<file path="config.mk">
export PLATFORM = sky130hd
export DESIGN_NAME = gcm_in_stage_flat
export DESIGN_NICKNAME = d
export VERILOG_FILES = /design/src/rtl/core/gcm_pkg.sv /design/src/rtl/core/gcm_req_if.sv /design/src/rtl/core/gcm_in_stage.sv /design/src/flat_wrapper.sv
export SDC_FILE = /design/constraint.sdc
export NUM_CORES = 1
export LEC_CHECK = 0
export BUFFER_PORTS_ARGS = -buffer_cell sky130_fd_sc_hd__buf_2
export CAP_MARGIN = 30
export CELL_PAD_IN_SITES_DETAIL_PLACEMENT = 1
export CELL_PAD_IN_SITES_GLOBAL_PLACEMENT = 2
export CORE_AREA = 2 2 209 211
export CTS_CLUSTER_SIZE = 8
export DETAILED_ROUTE_END_ITERATION = 12
export DIE_AREA = 0 0 211 213
export PLACE_DENSITY_LB_ADDON = 0.1
export SETUP_SLACK_MARGIN = 0.3
export SLEW_MARGIN = 20
export SYNTH_ARGS = -nofsm -noshare
export SYNTH_HDL_FRONTEND = slang
export SYNTH_SLANG_ARGS = --single-unit
</file>
<file path="constraint.sdc">
create_clock -name clock -period 16.85 [get_ports clock]
set_input_delay 1.685 -clock clock [delete_from_list [all_inputs] [get_ports clock]]
set_output_delay 1.685 -clock clock [all_outputs]
set_load 0.05 [all_outputs]
</file>
<file path="src/rtl/core/gcm_pkg.sv">
package gcm_pkg;

   localparam int BLOCK_W = 128;
   localparam int HALF_W = 64;
   localparam int COUNT_W = 61;
   localparam int NBYTES_W = 5;
   localparam int OP_W = 2;
   localparam int CSR_INDEX_W = 2;
   localparam int BLOCK_BYTES = 16;

   localparam logic [OP_W-1:0] OP_AAD = 2'd0;
   localparam logic [OP_W-1:0] OP_TEXT = 2'd1;
   localparam logic [OP_W-1:0] OP_FINISH = 2'd2;
   localparam logic [OP_W-1:0] OP_NONE = 2'd3;

   localparam logic [CSR_INDEX_W-1:0] REG_HASH_KEY_HI = 2'd0;
   localparam logic [CSR_INDEX_W-1:0] REG_HASH_KEY_LO = 2'd1;
   localparam logic [CSR_INDEX_W-1:0] REG_DECRYPT_MODE = 2'd2;

   typedef struct packed {
      logic [BLOCK_W-1:0] hash_key;
      logic               decrypt_mode;
   } csr_type;

   typedef struct packed {
      logic [OP_W-1:0]     opcode;
      logic [BLOCK_W-1:0]  data;
      logic [BLOCK_W-1:0]  pad;
      logic [NBYTES_W-1:0] nbytes;
   } blk_type;

   typedef struct packed {
      logic valid;
      logic go;
   } stage_ctl_type;

   // GF(2^128) product in GCM bit order (block bit 127 is coefficient of x^0)
   function automatic logic [BLOCK_W-1:0] gf_mult(logic [BLOCK_W-1:0] x,
                                                  logic [BLOCK_W-1:0] y);
      logic [BLOCK_W-1:0]   a;
      logic [BLOCK_W-1:0]   b;
      logic [2*BLOCK_W-2:0] p;
      logic [BLOCK_W-2:0]   h;
      logic [BLOCK_W+5:0]   t;
      logic [5:0]           g;
      logic [BLOCK_W-1:0]   low;
      logic [BLOCK_W-1:0]   r;
      for (int i = 0; i < BLOCK_W; i++) begin
         a[i] = x[BLOCK_W-1-i];
         b[i] = y[BLOCK_W-1-i];
      end
      p = '0;
      for (int i = 0; i < BLOCK_W; i++) begin
         if (a[i]) begin
            p = p ^ ({127'b0, b} << i);
         end
      end
      h = p[2*BLOCK_W-2:BLOCK_W];
      t = {6'b0, p[BLOCK_W-1:0]} ^ {7'b0, h} ^ {6'b0, h, 1'b0}
        ^ ({7'b0, h} << 2) ^ ({7'b0, h} << 7);
      g = t[BLOCK_W+5:BLOCK_W];
      low = t[BLOCK_W-1:0] ^ {122'b0, g} ^ {121'b0, g, 1'b0}
          ^ {120'b0, g, 2'b0} ^ {115'b0, g, 7'b0};
      for (int i = 0; i < BLOCK_W; i++) begin
         r[i] = low[BLOCK_W-1-i];
      end
      return r;
   endfunction

endpackage

</file>
<file path="src/rtl/core/gcm_req_if.sv">
interface gcm_req_if;
   import gcm_pkg::*;

   logic                valid;
   logic                ready;
   logic [OP_W-1:0]     opcode;
   logic [HALF_W-1:0]   data_hi;
   logic [HALF_W-1:0]   data_lo;
   logic [HALF_W-1:0]   pad_hi;
   logic [HALF_W-1:0]   pad_lo;
   logic [NBYTES_W-1:0] valid_bytes;

   modport source (output valid, opcode, data_hi, data_lo, pad_hi, pad_lo, valid_bytes,
                   input ready);
   modport sink (input valid, opcode, data_hi, data_lo, pad_hi, pad_lo, valid_bytes,
                 output ready);
endinterface

</file>
<file path="src/rtl/core/gcm_in_stage.sv">
module gcm_in_stage (
   input  logic                   clock,
   input  logic                   reset,
   gcm_req_if.sink                req_bus,
   input  logic                   go,
   output logic                   blk_valid,
   output gcm_pkg::blk_type       blk
);
   import gcm_pkg::*;

   logic    valid_ff, valid_in;
   blk_type blk_ff, blk_in;
   logic    take;
   logic [NBYTES_W-1:0] nbytes_sat;

   assign req_bus.ready = !reset && (!valid_ff || go);
   assign take = req_bus.valid && req_bus.ready;
   assign nbytes_sat = (req_bus.valid_bytes > NBYTES_W'(BLOCK_BYTES))
                     ? NBYTES_W'(BLOCK_BYTES) : req_bus.valid_bytes;

   always_comb begin
      valid_in = valid_ff;
      blk_in = blk_ff;
      if (take) begin
         valid_in = 1'b1;
         blk_in.opcode = req_bus.opcode;
         blk_in.data = {req_bus.data_hi, req_bus.data_lo};
         blk_in.pad = {req_bus.pad_hi, req_bus.pad_lo};
         blk_in.nbytes = nbytes_sat;
      end else if (go) begin
         valid_in = 1'b0;
      end
   end

   always_ff @(posedge clock) begin
      if (reset) begin
         valid_ff <= 1'b0;
      end else begin
         valid_ff <= valid_in;
      end
      blk_ff <= blk_in;
   end

   assign blk_valid = valid_ff;
   assign blk = blk_ff;
endmodule

</file>
<file path="src/flat_wrapper.sv">
// flat-port wrapper written by rule: the top's interface ports become plain ports
module gcm_in_stage_flat import gcm_pkg::*;
  (clock, reset, go, blk_valid, blk, req_bus_valid, req_bus_opcode, req_bus_data_hi, req_bus_data_lo, req_bus_pad_hi, req_bus_pad_lo, req_bus_valid_bytes, req_bus_ready);
  gcm_req_if req_bus_i ();
  input  logic clock;
  input  logic reset;
  input  logic go;
  output logic blk_valid;
  output gcm_pkg::blk_type blk;
  input wire logic [$bits(req_bus_i.valid)-1:0] req_bus_valid;
  input wire logic [$bits(req_bus_i.opcode)-1:0] req_bus_opcode;
  input wire logic [$bits(req_bus_i.data_hi)-1:0] req_bus_data_hi;
  input wire logic [$bits(req_bus_i.data_lo)-1:0] req_bus_data_lo;
  input wire logic [$bits(req_bus_i.pad_hi)-1:0] req_bus_pad_hi;
  input wire logic [$bits(req_bus_i.pad_lo)-1:0] req_bus_pad_lo;
  input wire logic [$bits(req_bus_i.valid_bytes)-1:0] req_bus_valid_bytes;
  output wire logic [$bits(req_bus_i.ready)-1:0] req_bus_ready;
  assign req_bus_i.valid = req_bus_valid;
  assign req_bus_i.opcode = req_bus_opcode;
  assign req_bus_i.data_hi = req_bus_data_hi;
  assign req_bus_i.data_lo = req_bus_data_lo;
  assign req_bus_i.pad_hi = req_bus_pad_hi;
  assign req_bus_i.pad_lo = req_bus_pad_lo;
  assign req_bus_i.valid_bytes = req_bus_valid_bytes;
  assign req_bus_ready = req_bus_i.ready;
  gcm_in_stage u_core (.clock(clock), .reset(reset), .req_bus(req_bus_i), .go(go), .blk_valid(blk_valid), .blk(blk));
endmodule
</file>
==> summary.txt <==
Cells and area
  • Final Cell Area: 12500 µm²
  • Non-Filler Instances: 1407
  • # fillers: 4583
  • Sequential cell area: 7920 µm²
  • Finished Core Util: 29.3%
  • Layout cells sized above 1: 67.6%
  • Area of the multi-input gates: 71.3 µm²
  • Final net count: 1114
  • P&R area growth vs syn: 56.4%

Drt
  • Drt pass-1 iters: 4
  • WL final: 27.1 mm
  • Number of remaining DRC errors: 0
  • WL/cell: 19.2 µm
  • Vias: 5062
  • Initial drt markers: 183
  • Final antenna-violating net count: 0
  • Vias/cell: 3.60

Die
  • Core Area: 42700 µm²
  • Number of I/O pins: 532
  • Die area: 44900 µm²
  • Die width: 211 µm
  • Die height: 213 µm
  • Initial core utilization: 18.7%
  • Rows: 76

Placed design
  • Post-DP Area: 11400 µm²
  • GP Congestion: 0.740
  • Buffers on Ports: 531
  • DP Wirelength: 20.6 mm
  • Cell count after placement: 1351

Hold path
  • Hold worst-path end: u_core.blk_valid
  • Hold Crit Class: register to register
  • Hold path startpoint: u_core.blk_valid
  • Hold path depth: 2

Power
  • Pint: 1.25 mW
  • Switching pwr: 401 µW
  • Combinational Power Share: 10.1%
  • Sequential Power Share: 46.3%
  • VDD IR max: 70.9 µV
  • Overall Power: 1.65 mW
  • PD cells: 132 nW/µm²
  • Static Leak: 5.14 nW
  • Clock share of power: 43.5%
  • Switching share of power: 24.3%

Timing
  • Setup TNS: 0 ps
  • Final-report setup violation count: 0
  • Worst clock skew: 11.0 ps
  • Worst Max-Slew Pin Slew: 1050 ps
  • Final min period: 3940 ps
  • RSZ-0062 raised after global routing: no
  • Max Clk Rate: 254 MHz
  • Final worst path period share: 23.4%
  • Final Slew Violations: 0
  • Final hold violation count: 0
  • Relative slew margins: 29.7%

Global routing
  • Vias in the first global route: 5752
  • Initial antenna violation count: 8
  • Largest net degree at the start of global routing: 187
  • Total grt overflow: 0
  • GR Util All Layers: 11.4%
  • First-pass GRT wire length: 37.1 mm

Yosys
  • Post-synthesis sequential area ratio: 99.1%
  • Syn Inst Count: 273
  • Synth Register Bits: 264
  • Synthesized area per cell: 29.3 µm²
  • Mapped cell area: 7990 µm²
  • Mapped Nets: 540
  • Synth cell types: 8
  • Synth warn: 0

Flow run
  • Max Cap Viol: 0

Critical path
  • Critical Path Sink Type: output port
  • Worst Setup Start Kind: primary input
  • FF-to-FF End: u_core.blk[108]
  • Slowest CP cell: buf_2
  • Worst path top cell family by delay: buffers and inverters
  • Largest stage delay, worst path: 290 ps
  • Crit path DAT: 2260 ps
  • Reg-to-Reg Start: u_core.blk_valid
  • Kind of critical path: primary input to output port
  • CP Launch Point: go
  • WP data required: 15160 ps
  • R2R depth: 5
  • Critical-path cell list: buf_2 -> nor2b_4 -> nor2_1 -> buf_2
  • Reg-to-reg slack, setup: 14170 ps
  • CP Buf/Inv Count: 2
  • Critical path's most frequent cell: buf_2
  • Crit-path max FO: 3

CTS
  • CTS tree: built
  • Root buf cell: clkbuf_16
  • Clock Pin Slew Worst Setup and Hold Paths: 50 ps
  • Maximum level of the CTS H-tree: 2
  • Clk_lat worst skew: 520 ps
  • CTS resizes: 0
  • Number of setup buffers added after CTS: 0
  • Max clock buf depth: 3
  • CTS Buf Count: 39
  • Sink Count: 264
  • Hold-fix buffers, CTS: 0

Status
  • Status: finished, final reports clean
-- synthesized netlist by cell type --
cell type	count	share of area [%]
edfxtp_1	263	99
nor2b_1	4	0.31
clkbuf_1	1	0.047
dfxtp_1	1	0.25
nor2_1	1	0.047
nor2b_4	1	0.17
nor3b_2	1	0.16
o21ba_1	1	0.13
-- cells by family (layout without fill, tap and decap cells) --
| kind of cell | Yosys count | after routing | synth area share, % |
|---|---|---|---|
| buf+inv | 1 | 585 | 0.0470 |
| compound gates | 1 | 1 | 0.125 |
| other cells | 0 | 4 | 0 |
| flops | 264 | 264 | 99.1 |
| simple gates | 7 | 7 | 0.689 |
-- worst reg2reg max path: cells and delay by family (launching register included) --
| kind | cells | cell delay (ps) |
|---|---|---|
| buffers and inverters | 3 | 1640 |
| AND/OR/NAND/NOR | 2 | 340 |
| flip-flops | 1 | 300 |
-- cells in the final DEF, fill, tap and decap left out --
| master | instances |
|---|---|
| buf_2 | 531 |
| edfxtp_1 | 263 |
| clkbuf_16 | 41 |
| clkbuf_1 | 8 |
| diode_2 | 4 |
| nor2b_1 | 4 |
| nor2b_4 | 1 |
| nor3b_4 | 1 |
| nor2_1 | 1 |
| o21ba_1 | 1 |
| clkbuf_8 | 1 |
| bufinv_16 | 1 |
| buf_16 | 1 |
| buf_4 | 1 |
| buf_12 | 1 |
| dfxtp_1 | 1 |
-- state kept, by name, indices dropped and copies added (netlist names) --
name and flops:
u_core.blk 263, u_core.blk_valid 1
-- stage by stage --
| step | setup WS, ps | hold slack (ps) |
|---|---|---|
| 2_1_floorplan | 4320 | 862 |
| 3_3_place_gp | 12640 | 636 |
| 3_5_place_dp | 12530 | 636 |
| 4_1_cts | 12890 | 643 |
| 5_1_grt | 12870 | 660 |
| 6_report | 12910 | 637 |
-- final cells by class --
cell class / instances / share of cell area, %
Multi-Input combinational cell: 8 / 0.571
Clock inverter: 1 / 0.240
Antenna cell: 4 / 0.0801
Clock buffer: 50 / 8.56
Sequential cell: 264 / 63.4
Timing Repair Buffer: 534 / 21.7
Tap cell: 546 / 5.47
-- power by group through the flow --
stage	Combinational (mW)	Clock, mW	Sequential (mW)
floorplan	0.0109	0	0.879
global placement	0.168	0	0.777
detailed placement	0.169	0	0.777
CTS	0.169	0.751	0.765
global route	0.175	0.774	0.767
finish	0.167	0.718	0.765
-- routing by layer --
metal	vias to the layer above	share of wire, %	track usage, %
met1	2430	32	10.8
met5	-	0.20	0
li1	2257	-	-
met4	8	3.1	5.22
met2	310	53	20.4
met3	57	11	6.02
-- how the worst max path moves through the flow --
stage | to | slack, ps | cells past startpoint
6_report | req_bus_ready | 12910 | 4
5_1_grt | req_bus_ready | 12870 | 4
4_1_cts | req_bus_ready | 12890 | 4
3_5_place_dp | u_core.blk[108] | 12530 | 5
3_3_place_gp | u_core.blk[204] | 12640 | 5
2_1_floorplan | u_core.blk[0] | 4320 | 2
Note: power is estimated with default switching activity, not from simulation.
