==> src/rtl/core/gcm_pkg.sv <==
package gcm_pkg;

   localparam int BLOCK_W = 128;
   localparam int HALF_W = 64;
   localparam int COUNT_W = 61;
   localparam int NBYTES_W = 5;
   localparam int OP_W = 2;
   localparam int CSR_INDEX_W = 2;
   localparam int BLOCK_BYTES = 16;

   localparam logic [OP_W-1:0] OP_AAD = 2'd0;
   localparam logic [OP_W-1:0] OP_TEXT = 2'd1;
   localparam logic [OP_W-1:0] OP_FINISH = 2'd2;
   localparam logic [OP_W-1:0] OP_NONE = 2'd3;

   localparam logic [CSR_INDEX_W-1:0] REG_HASH_KEY_HI = 2'd0;
   localparam logic [CSR_INDEX_W-1:0] REG_HASH_KEY_LO = 2'd1;
   localparam logic [CSR_INDEX_W-1:0] REG_DECRYPT_MODE = 2'd2;

   typedef struct packed {
      logic [BLOCK_W-1:0] hash_key;
      logic               decrypt_mode;
   } csr_type;

   typedef struct packed {
      logic [OP_W-1:0]     opcode;
      logic [BLOCK_W-1:0]  data;
      logic [BLOCK_W-1:0]  pad;
      logic [NBYTES_W-1:0] nbytes;
   } blk_type;

   typedef struct packed {
      logic valid;
      logic go;
   } stage_ctl_type;

   // GF(2^128) product in GCM bit order (block bit 127 is coefficient of x^0)
   function automatic logic [BLOCK_W-1:0] gf_mult(logic [BLOCK_W-1:0] x,
                                                  logic [BLOCK_W-1:0] y);
      logic [BLOCK_W-1:0]   a;
      logic [BLOCK_W-1:0]   b;
      logic [2*BLOCK_W-2:0] p;
      logic [BLOCK_W-2:0]   h;
      logic [BLOCK_W+5:0]   t;
      logic [5:0]           g;
      logic [BLOCK_W-1:0]   low;
      logic [BLOCK_W-1:0]   r;
      for (int i = 0; i < BLOCK_W; i++) begin
         a[i] = x[BLOCK_W-1-i];
         b[i] = y[BLOCK_W-1-i];
      end
      p = '0;
      for (int i = 0; i < BLOCK_W; i++) begin
         if (a[i]) begin
            p = p ^ ({127'b0, b} << i);
         end
      end
      h = p[2*BLOCK_W-2:BLOCK_W];
      t = {6'b0, p[BLOCK_W-1:0]} ^ {7'b0, h} ^ {6'b0, h, 1'b0}
        ^ ({7'b0, h} << 2) ^ ({7'b0, h} << 7);
      g = t[BLOCK_W+5:BLOCK_W];
      low = t[BLOCK_W-1:0] ^ {122'b0, g} ^ {121'b0, g, 1'b0}
          ^ {120'b0, g, 2'b0} ^ {115'b0, g, 7'b0};
      for (int i = 0; i < BLOCK_W; i++) begin
         r[i] = low[BLOCK_W-1-i];
      end
      return r;
   endfunction

endpackage

==> src/rtl/core/gcm_csr.sv <==
module gcm_csr (
   input  logic                            clock,
   input  logic                            reset,
   input  logic                            csr_write_en,
   input  logic [gcm_pkg::CSR_INDEX_W-1:0] csr_index,
   input  logic [gcm_pkg::HALF_W-1:0]      csr_wdata,
   output gcm_pkg::csr_type                csr_out
);
   import gcm_pkg::*;

   logic [HALF_W-1:0] key_hi_ff, key_hi_in;
   logic [HALF_W-1:0] key_lo_ff, key_lo_in;
   logic              decrypt_ff, decrypt_in;

   always_comb begin
      key_hi_in = key_hi_ff;
      key_lo_in = key_lo_ff;
      decrypt_in = decrypt_ff;
      if (csr_write_en) begin
         case (csr_index)
            REG_HASH_KEY_HI: key_hi_in = csr_wdata;
            REG_HASH_KEY_LO: key_lo_in = csr_wdata;
            REG_DECRYPT_MODE: decrypt_in = csr_wdata[0];
            default: ;
         endcase
      end
   end

   always_ff @(posedge clock) begin
      if (reset) begin
         key_hi_ff <= '0;
         key_lo_ff <= '0;
         decrypt_ff <= 1'b0;
      end else begin
         key_hi_ff <= key_hi_in;
         key_lo_ff <= key_lo_in;
         decrypt_ff <= decrypt_in;
      end
   end

   assign csr_out.hash_key = {key_hi_ff, key_lo_ff};
   assign csr_out.decrypt_mode = decrypt_ff;
endmodule

==> config.mk <==
export PLATFORM = sky130hd
export DESIGN_NAME = gcm_csr
export DESIGN_NICKNAME = d
export VERILOG_FILES = /design/src/rtl/core/gcm_pkg.sv /design/src/rtl/core/gcm_csr.sv
export SDC_FILE = /design/constraint.sdc
export NUM_CORES = 1
export LEC_CHECK = 0
export ABC_AREA = 1
export BUFFER_PORTS_ARGS = -buffer_cell sky130_fd_sc_hd__buf_2
export CORE_MARGIN = 4
export CORE_UTILIZATION = 24
export DETAILED_ROUTE_END_ITERATION = 7
export PLACE_DENSITY = 0.45
export SLEW_MARGIN = 20
export SYNTH_ARGS = -nofsm -noshare
export SYNTH_HDL_FRONTEND = slang
export SYNTH_SLANG_ARGS = --single-unit
==> constraint.sdc <==
create_clock -name clock -period 1.1 [get_ports clock]
set_input_delay 0.11 -clock clock [delete_from_list [all_inputs] [get_ports clock]]
set_output_delay 0.11 -clock clock [all_outputs]
set_load 0.01 [all_outputs]
==> results.sh, run 1 <==
export IMPL_status="finished clean"
export IMPL_critPathTopFamily="flip-flops"
export IMPL_p_per_area_nw_per_um2=1520
export IMPL_clk_pin_slew_ns=0.06
export IMPL_clock_sinks=129
export IMPL_cp_arrival_ns=0.93
export IMPL_skew_ns=0
export IMPL_dpl_hpwl_um=11600
export IMPL_muxShareOfSynthArea_pct=0
export IMPL_timing_slew_headroom_pct=80.6
export IMPL_synth_top_family_by_area="simple AND/OR/NAND/NOR gates"
export IMPL_min_period_over_period_pct=95.0
export IMPL_cts_made_buffers=17
export IMPL_start_kind="flop"
export IMPL_htreeDepth=4
export IMPL_worst_pin_slew_ns=0.291
export IMPL_gp_congestion=0.746
export IMPL_slowest_stage="dfxtp_1"
export IMPL_drive_above_1_share_pct=23.1
export IMPL_port_buffers=197
export IMPL_yosys_area_share_xor_xnor_pct=0
export IMPL_cts_path_max_buffers=2
export IMPL_fill_cells=2399
export IMPL_drt_drc_violations_left=0
export IMPL_syn_num_nets=906
export IMPL_final_net_count=1150
export IMPL_antenna_cells=0
export IMPL_hold_viol=0
export IMPL_slowest_delay_ns=0.36
export IMPL_power_frac_clock_pct=45.5
export IMPL_initial_core_util_pct=24.7
export IMPL_p_sw_share_pct=26.6
export IMPL_crit_buf_inv=1
export IMPL_critPathCaptureType="output pin"
export IMPL_combPwrFrac_pct=13.6
export IMPL_synth_top_area_cell="dfxtp_1"
export IMPL_synth_fa_ha_area_share_pct=0
export IMPL_core_area_um2=22100
export IMPL_p_total_uw=12300
export IMPL_cts_root_buf="clkbuf_16"
export IMPL_area_delta_synth_final_pct=47.6
export IMPL_finalWirelength_um=16700
export IMPL_rsz0062_at_grt="no"
export IMPL_routedWlPerCell_um=12.2
export IMPL_setup_violations_final=0
export IMPL_grt_start_max_net_pins=66
export IMPL_rows=54
export IMPL_p_int_uw=9030
export IMPL_grt_remaining_overflow=0
export IMPL_seq_area_frac_synth_pct=47.2
export IMPL_power_switching_uw=3270
export IMPL_crit_required_ns=0.99
export IMPL_final_max_slew_viol_count=0
export IMPL_final_antenna_net_count=0
export IMPL_p_leak_uw=0.00445
export IMPL_cts_setup_buffers=0
export IMPL_crit_chain="buf_2"
export IMPL_die_h_um=159
export IMPL_synth_simple_gate_area_share_pct=32.8
export IMPL_max_cap_violations=0
export IMPL_ir_drop_uv=821
export IMPL_clock_fmax_mhz=957
export IMPL_grt_pass1_wl_um=28000
export IMPL_synth_compound_area_share_pct=5.86
export IMPL_synth_warnings=0
export IMPL_power_frac_seq_pct=41.0
export IMPL_insertion_delay_ns=0.42
export IMPL_finalCriticalPeriod_ns=1.04
export IMPL_min_path_type="in2reg"
export IMPL_fp_dieW_um=159
export IMPL_timing_setup_critical_path_class="reg2out"
export IMPL_netlist_area_um2=5470
export IMPL_cp_max_fo=2
export IMPL_syn_inst=837
export IMPL_grt_pass1_vias=5383
export IMPL_drtPass1Iterations=7
export IMPL_ctsHoldBuffers=64
export IMPL_viasPerCell=3.97
export IMPL_ys_ff_latch=129
export IMPL_num_vias=5450
export IMPL_ioPinCount=198
export IMPL_ys_types=10
export IMPL_cts_repair_resized=0
export IMPL_cts_tree="yes"
export IMPL_design_die_area_um2=25300
export IMPL_drtIter0Drc=211
export IMPL_netlist_top_cells_area="dfxtp_1 47%, nor2_1 13%, nand2_1 13%, inv_1 9.1%, nand3_1 6.0%"
export IMPL_syn_area_per_cell_um2=6.53
export IMPL_antenna_found_initial=0
export IMPL_track_usage_pct=13.3
export IMPL_synth_top_cell_area_share_pct=47.2
export IMPL_setup_tns_ns=0
sequential cells by signal, summed over array words and instances (netlist names):
signal / count
key_hi_ff: 64
decrypt_ff: 1
key_lo_ff: 64
cell families after synthesis:
kind of cell,count (synthesis)
AOI/OAI and AO/OA,64
buffers and inverters,189
DFF,129
and+or+nand+nor,455
power by group through the flow:
stage | combinational, µW | clock [µW] | sequential [µW]
detailed placement | 1520 | 0 | 5140
floorplan | 726 | 0 | 5250
finish | 1670 | 5590 | 5030
CTS | 1700 | 5780 | 5040
global route | 1900 | 5960 | 5060
global placement | 1520 | 0 | 5130
synthesized netlist by cell type (all sizes together):
cell	count
nor2	195
nand2	194
inv	132
dfxtp	129
nand3	66
a21oi	64
buf	49
clkbuf	8
final cells by class:
cell class              count  area (µm²)  area share [%]
clock buffers              21         480            5.95
clock inverters            11         103            1.27
inverters                 132         498            6.17
multi-input cells         519        2130            26.4
flip-flops and latches    129        2580            32.0
well taps                 280         350            4.34
repair buffers            282        1920            23.8
final timing paths:
kind | from | end | slack (ns) | depth (start not counted)
worst max-delay path | key_hi_ff[9] | csr_out[74] | 0.06 | 1
worst min register to register | key_hi_ff[37] | key_hi_ff[37] | 0.47 | 2
worst max register to register | key_lo_ff[63] | key_lo_ff[63] | 0.45 | 4
worst min-delay path | reset | key_lo_ff[60] | 0.05 | 4
per-layer routing:
layer  track usage, %  routed length, µm
met4             4.22                287
met5                0                  0
met3             3.55                708
met1             16.2               7670
met2             22.9               8030
through the flow:
stage	hold WS (ns)	cells	area (µm²)	utilization (%)	setup WS [ns]
global placement	0.354	1278	6850	31.0	0.0331
floorplan	0.245	837	5470	-	0.265
detailed placement	0.358	1278	6850	31.0	0.0321
finish	0.0520	1374	8070	36.5	0.0552
CTS	0.0309	1374	8070	36.5	0.0198
global route	0.0500	1374	8070	36.5	0.0157
cells in the final DEF, fill, tap and decap left out:
cell type and count:
nand2_1 194, buf_2 196, nor2_4 1, clkinv_4 1, nand3_4 1, dlygate4sd3_1 64, inv_4 1, clkbuf_8 4
clkbuf_16 17, clkinvlp_4 3, nand3_1 65, buf_12 11, dfxtp_1 129, inv_6 3, a21oi_1 64, bufinv_16 1
clkinv_2 3, buf_4 11, nor2_1 194, inv_1 131
Note: power is estimated with default switching activity, not from simulation.
==> inputs of run 2 (changes only) <==
--- a/config.mk
+++ b/config.mk
@@ -6,11 +6,10 @@
 export NUM_CORES = 1
 export LEC_CHECK = 0
 export ABC_AREA = 1
-export BUFFER_PORTS_ARGS = -buffer_cell sky130_fd_sc_hd__buf_2
-export CORE_MARGIN = 4
+export CORE_MARGIN = 5
 export CORE_UTILIZATION = 24
 export DETAILED_ROUTE_END_ITERATION = 7
-export PLACE_DENSITY = 0.45
+export DONT_BUFFER_PORTS = 1
 export SLEW_MARGIN = 20
 export SYNTH_ARGS = -nofsm -noshare
 export SYNTH_HDL_FRONTEND = slang
==> results.sh, run 2 (synthesized netlist as in run 1, its figures left out) <==
export IMPL_crit_chain="buf_4"
export IMPL_rsz0062_at_grt="no"
export IMPL_worst_pin_slew_ns=0.296
export IMPL_hold_viol=60
export IMPL_routedWlPerCell_um=13.7
export IMPL_rows=55
export IMPL_setup_tns_ns=0
export IMPL_skew_ns=0
export IMPL_top_regs="key_hi_ff: 64 flops, key_lo_ff: 64 flops, decrypt_ff: 1 flops"
export IMPL_htreeDepth=4
export IMPL_cp_depth=1
export IMPL_drtPass1Iterations=5
export IMPL_placed_cells=1077
export IMPL_crit_buf_inv=1
export IMPL_grt_start_max_net_pins=131
export IMPL_drt_drc_violations_left=0
export IMPL_crit_start="key_lo_ff[42]"
export IMPL_dpl_hpwl_um=10800
export IMPL_timing_slew_headroom_pct=80.3
export IMPL_grt_remaining_overflow=0
export IMPL_core_area_um2=22500
export IMPL_r2r_start="key_lo_ff[32]"
export IMPL_num_vias=4858
export IMPL_final_max_slew_viol_count=0
export IMPL_insertion_delay_ns=0.41
export IMPL_reg2reg_slack_ns=0.34
export IMPL_slowest_stage="dfxtp_1"
export IMPL_cts_made_buffers=17
export IMPL_status="complete, but fails checks"
export IMPL_layout_setup_ws_ns=0.0933
export IMPL_die_h_um=161
export IMPL_finalWirelength_um=16100
export IMPL_p_per_area_nw_per_um2=1760
export IMPL_fp_dieW_um=161
export IMPL_drtIter0Drc=311
export IMPL_stdcell_count=1177
export IMPL_max_cap_violations=0
export IMPL_setup_violations_final=0
export IMPL_cts_path_max_buffers=2
export IMPL_ioPinCount=198
export IMPL_initial_core_util_pct=24.3
export IMPL_rr_worst_depth=4
export IMPL_cts_setup_buffers=0
export IMPL_whs_ns=-0.116
export IMPL_area_delta_synth_final_pct=29.7
export IMPL_critPathTopFamily="flip-flops"
export IMPL_crit_required_ns=0.99
export IMPL_mostFrequentLayoutCells="194 x nand2_1, 194 x nor2_1, 131 x inv_1"
export IMPL_clock_fmax_mhz=993
export IMPL_start_kind="flop"
export IMPL_ir_drop_uv=845
export IMPL_final_antenna_net_count=0
export IMPL_p_leak_uw=0.00351
export IMPL_r2r_end="key_lo_ff[32]"
export IMPL_port_buffers=0
export IMPL_crit_path_end="csr_out[43]"
export IMPL_clock_sinks=129
export IMPL_gp_congestion=0.784
export IMPL_cp_max_fo=2
export IMPL_antenna_found_initial=0
export IMPL_cp_arrival_ns=0.90
export IMPL_antenna_cells=0
export IMPL_grt_pass1_vias=4522
export IMPL_critPathCaptureType="output pin"
export IMPL_viasPerCell=4.13
export IMPL_final_net_count=948
export IMPL_grt_pass1_wl_um=25100
export IMPL_design_die_area_um2=25900
export IMPL_min_period_over_period_pct=91.5
export IMPL_track_usage_pct=12.1
export IMPL_slowest_delay_ns=0.34
export IMPL_clk_pin_slew_ns=0.06
export IMPL_cts_tree="yes"
export IMPL_violations="negative hold slack"
export IMPL_cts_root_buf="clkbuf_16"
export IMPL_finalCriticalPeriod_ns=1.01
export IMPL_drive_above_1_share_pct=5.04
export IMPL_place_ws_ns=0.170
export IMPL_min_path_type="in2reg"
export IMPL_timing_setup_critical_path_class="reg2out"
run 2: cell count changes in the layout (fill, tap and decap cells not counted), moves of 2 or more:
cell,change
inv_6,-2
buf_2,-196
buf_4,-7
dlygate4sd3_1,+2
buf_12,-3
clkinv_2,-2
bufinv_16,+3
clkbuf_1,+3
dlymetal6s4s_1,+2
run 2: repair_timing:
item | 4_1_cts | 5_1_grt
endpoints found under the setup margin | 0 | 1
hold endpoints to repair | 129 | 64
resized for setup | 0 | 3
hold buffers | 66 | 2
run 2: worst reg2reg max path, stage by stage (launching register included):
cell and delay, ns:
dfxtp_1 0.41, inv_1 0.06, nand2_1 0.06, nand2_1 0.05, nor2_1 0.12
run 2: layer usage:
layer | GRT usage (%) | routed length (µm)
met1 | 13.9 | 6830
met2 | 20.7 | 7960
met3 | 3.77 | 893
met4 | 5.20 | 429
met5 | 0 | 0
run 2: cell type report:
class	count	area [µm²]
well taps	285	357
flip-flops and latches	129	2580
fillers	2379	15400
clock inverters	8	149
inverters	132	498
multi-input cells	519	2140
clock buffers	24	492
repair buffers	80	876
run 2: how the worst min path moves through the flow:
stage,start,to,cells past startpoint
after floorplan,csr_wdata[0],decrypt_ff,2
after global placement,csr_wdata[46],key_lo_ff[46],2
after detailed placement,csr_wdata[46],key_lo_ff[46],2
after CTS,csr_write_en,key_hi_ff[4],2
after global routing,csr_write_en,key_hi_ff[4],2
final,csr_write_en,key_hi_ff[5],2
run 2: per-stage QoR:
stage / area, µm² / hold WS, ns / utilization, % / total power (µW)
final: 7090 / -0.116 / 31.5 / 12500
after global routing: 7090 / -0.122 / 31.5 / 13100
after CTS: 7060 / -0.145 / 31.4 / 12700
after detailed placement: 5760 / 0.253 / 25.6 / 6180
after global placement: 5760 / 0.246 / 25.6 / 6150
after floorplan: 5470 / 0.245 / - / 5980
run 2: power breakdown:
part	internal, µW	switching, µW	total, µW
sequential	4920	314	5240
combinational	477	581	1060
clock	4050	2130	6170
total	9440	3020	12500
==> inputs of run 3 (changes only) <==
--- a/config.mk
+++ b/config.mk
@@ -10,6 +10,7 @@
 export CORE_UTILIZATION = 24
 export DETAILED_ROUTE_END_ITERATION = 7
 export DONT_BUFFER_PORTS = 1
+export REMOVE_ABC_BUFFERS = 1
 export SLEW_MARGIN = 20
 export SYNTH_ARGS = -nofsm -noshare
 export SYNTH_HDL_FRONTEND = slang
==> results.sh, run 3 (synthesized netlist as in run 1, its figures left out) <==
export IMPL_design_die_area_um2=25900
export IMPL_ir_drop_uv=814
export IMPL_clock_sinks=129
export IMPL_place_ws_ns=0.158
export IMPL_initial_core_util_pct=24.3
export IMPL_power_frac_seq_pct=43.1
export IMPL_track_usage_pct=11.3
export IMPL_drtPass1Iterations=4
export IMPL_crit_required_ns=1.45
export IMPL_insertion_delay_ns=0.41
export IMPL_cts_tree="yes"
export IMPL_viasPerCell=4.12
export IMPL_final_net_count=944
export IMPL_grt_pass1_wl_um=24000
export IMPL_port_buffers=0
export IMPL_area_delta_synth_final_pct=28.0
export IMPL_ioPinCount=198
export IMPL_stdcell_area_um2=7000
export IMPL_rows=55
export IMPL_slowest_delay_ns=0.59
export IMPL_status="complete, but fails checks"
export IMPL_drt_drc_violations_left=0
export IMPL_rr_worst_depth=4
export IMPL_rsz0062_at_grt="no"
export IMPL_hold_viol=64
export IMPL_crit_buf_inv=3
export IMPL_routedWlPerCell_um=12.5
export IMPL_cts_root_buf="clkbuf_16"
export IMPL_cts_repair_resized=0
export IMPL_postPlaceCellArea_um2=5710
export IMPL_p_sw_share_pct=24.3
export IMPL_p_leak_uw=0.00345
export IMPL_cts_setup_buffers=0
export IMPL_setup_violations_final=0
export IMPL_gp_congestion=0.712
export IMPL_finalCriticalPeriod_ns=0.998
export IMPL_worst_pin_slew_ns=0.306
export IMPL_fp_dieW_um=161
export IMPL_critPathCaptureType="flop"
export IMPL_timing_slew_headroom_pct=79.6
export IMPL_max_cap_violations=0
export IMPL_cp_max_fo=56
export IMPL_p_int_uw=9180
export IMPL_start_kind="primary input"
export IMPL_die_h_um=161
export IMPL_hold_depth=2
export IMPL_cts_path_max_buffers=2
export IMPL_antenna_found_initial=0
export IMPL_dpl_hpwl_um=9320
export IMPL_min_period_over_period_pct=90.7
export IMPL_combPwrFrac_pct=8.4
export IMPL_cp_arrival_ns=1.34
export IMPL_ctsHoldBuffers=67
export IMPL_drtIter0Drc=320
export IMPL_top_regs="key_hi_ff: 64 flops, key_lo_ff: 64 flops, decrypt_ff: 1 flops"
export IMPL_mostFrequentLayoutCells="194 x nand2_1, 194 x nor2_1, 131 x inv_1"
export IMPL_grt_remaining_overflow=0
export IMPL_cp_depth=5
export IMPL_antenna_cells=0
export IMPL_cts_made_buffers=17
export IMPL_skew_ns=0
export IMPL_violations="negative hold slack"
export IMPL_finalWirelength_um=14600
export IMPL_power_switching_uw=2940
export IMPL_p_per_area_nw_per_um2=1730
export IMPL_drive_above_1_share_pct=4.73
export IMPL_whs_ns=-0.130
export IMPL_grt_pass1_vias=4557
export IMPL_min_path_type="in2reg"
export IMPL_htreeDepth=4
export IMPL_grt_start_max_net_pins=131
export IMPL_core_area_um2=22500
export IMPL_final_antenna_net_count=0
export IMPL_clk_pin_slew_ns=0.05
export IMPL_num_vias=4835
export IMPL_crit_chain="dlygate4sd3_1 > inv_4 > buf_12 > nand2_1 > nor2_1"
export IMPL_slowest_stage="dlygate4sd3_1"
export IMPL_critPathTopFamily="buffers and inverters"
export IMPL_final_max_slew_viol_count=0
export IMPL_power_frac_clock_pct=48.5
export IMPL_timing_setup_critical_path_class="in2reg"
export IMPL_layout_setup_ws_ns=0.102
export IMPL_clock_fmax_mhz=1000
==> run 3: worst paths after layout <==
kind	end	from	slack, ns
worst max-delay path	key_lo_ff[14]	reset	0.10
worst max register to register	key_lo_ff[30]	key_lo_ff[30]	0.37
worst min-delay path	key_hi_ff[46]	csr_write_en	-0.13
worst min register to register	key_lo_ff[44]	key_lo_ff[44]	0.53
==> run 3: power groups by stage <==
| stage | sequential [µW] | combinational, µW | clock [µW] |
|---|---|---|---|
| floorplan | 5250 | 674 | 0 |
| global placement | 5330 | 767 | 0 |
| detailed placement | 5330 | 796 | 0 |
| CTS | 5230 | 1030 | 6120 |
| global route | 5250 | 1190 | 6330 |
| finish | 5220 | 1020 | 5880 |
==> run 3: stage by stage <==
step | total power (µW) | util [%] | hold WS [ns] | TNS (ns) | std cells
4_1_cts | 12400 | 31.1 | -0.153 | 0 | 1173
2_1_floorplan | 5930 | - | 0.245 | -329.27 | 780
3_5_place_dp | 6130 | 25.4 | 0.252 | 0 | 1074
6_report | 12100 | 31.1 | -0.130 | 0 | 1173
5_1_grt | 12800 | 31.1 | -0.150 | 0 | 1173
3_3_place_gp | 6100 | 25.4 | 0.247 | 0 | 1074
==> run 3: layer usage <==
metal	track usage, %	wire length (µm)	up-vias
met2	17.9	6710	143
met4	3.72	221	0
met1	13.2	6280	2126
met3	6.06	1410	13
li1	-	-	2553
met5	0	0	-
==> run 3: final cells by class <==
type,instances,area [µm²]
multi-input cells,519,2130
repair buffers,76,813
clock buffers,23,488
inverters,132,498
well taps,285,357
fillers,2404,15500
flip-flops and latches,129,2580
clock inverters,9,129
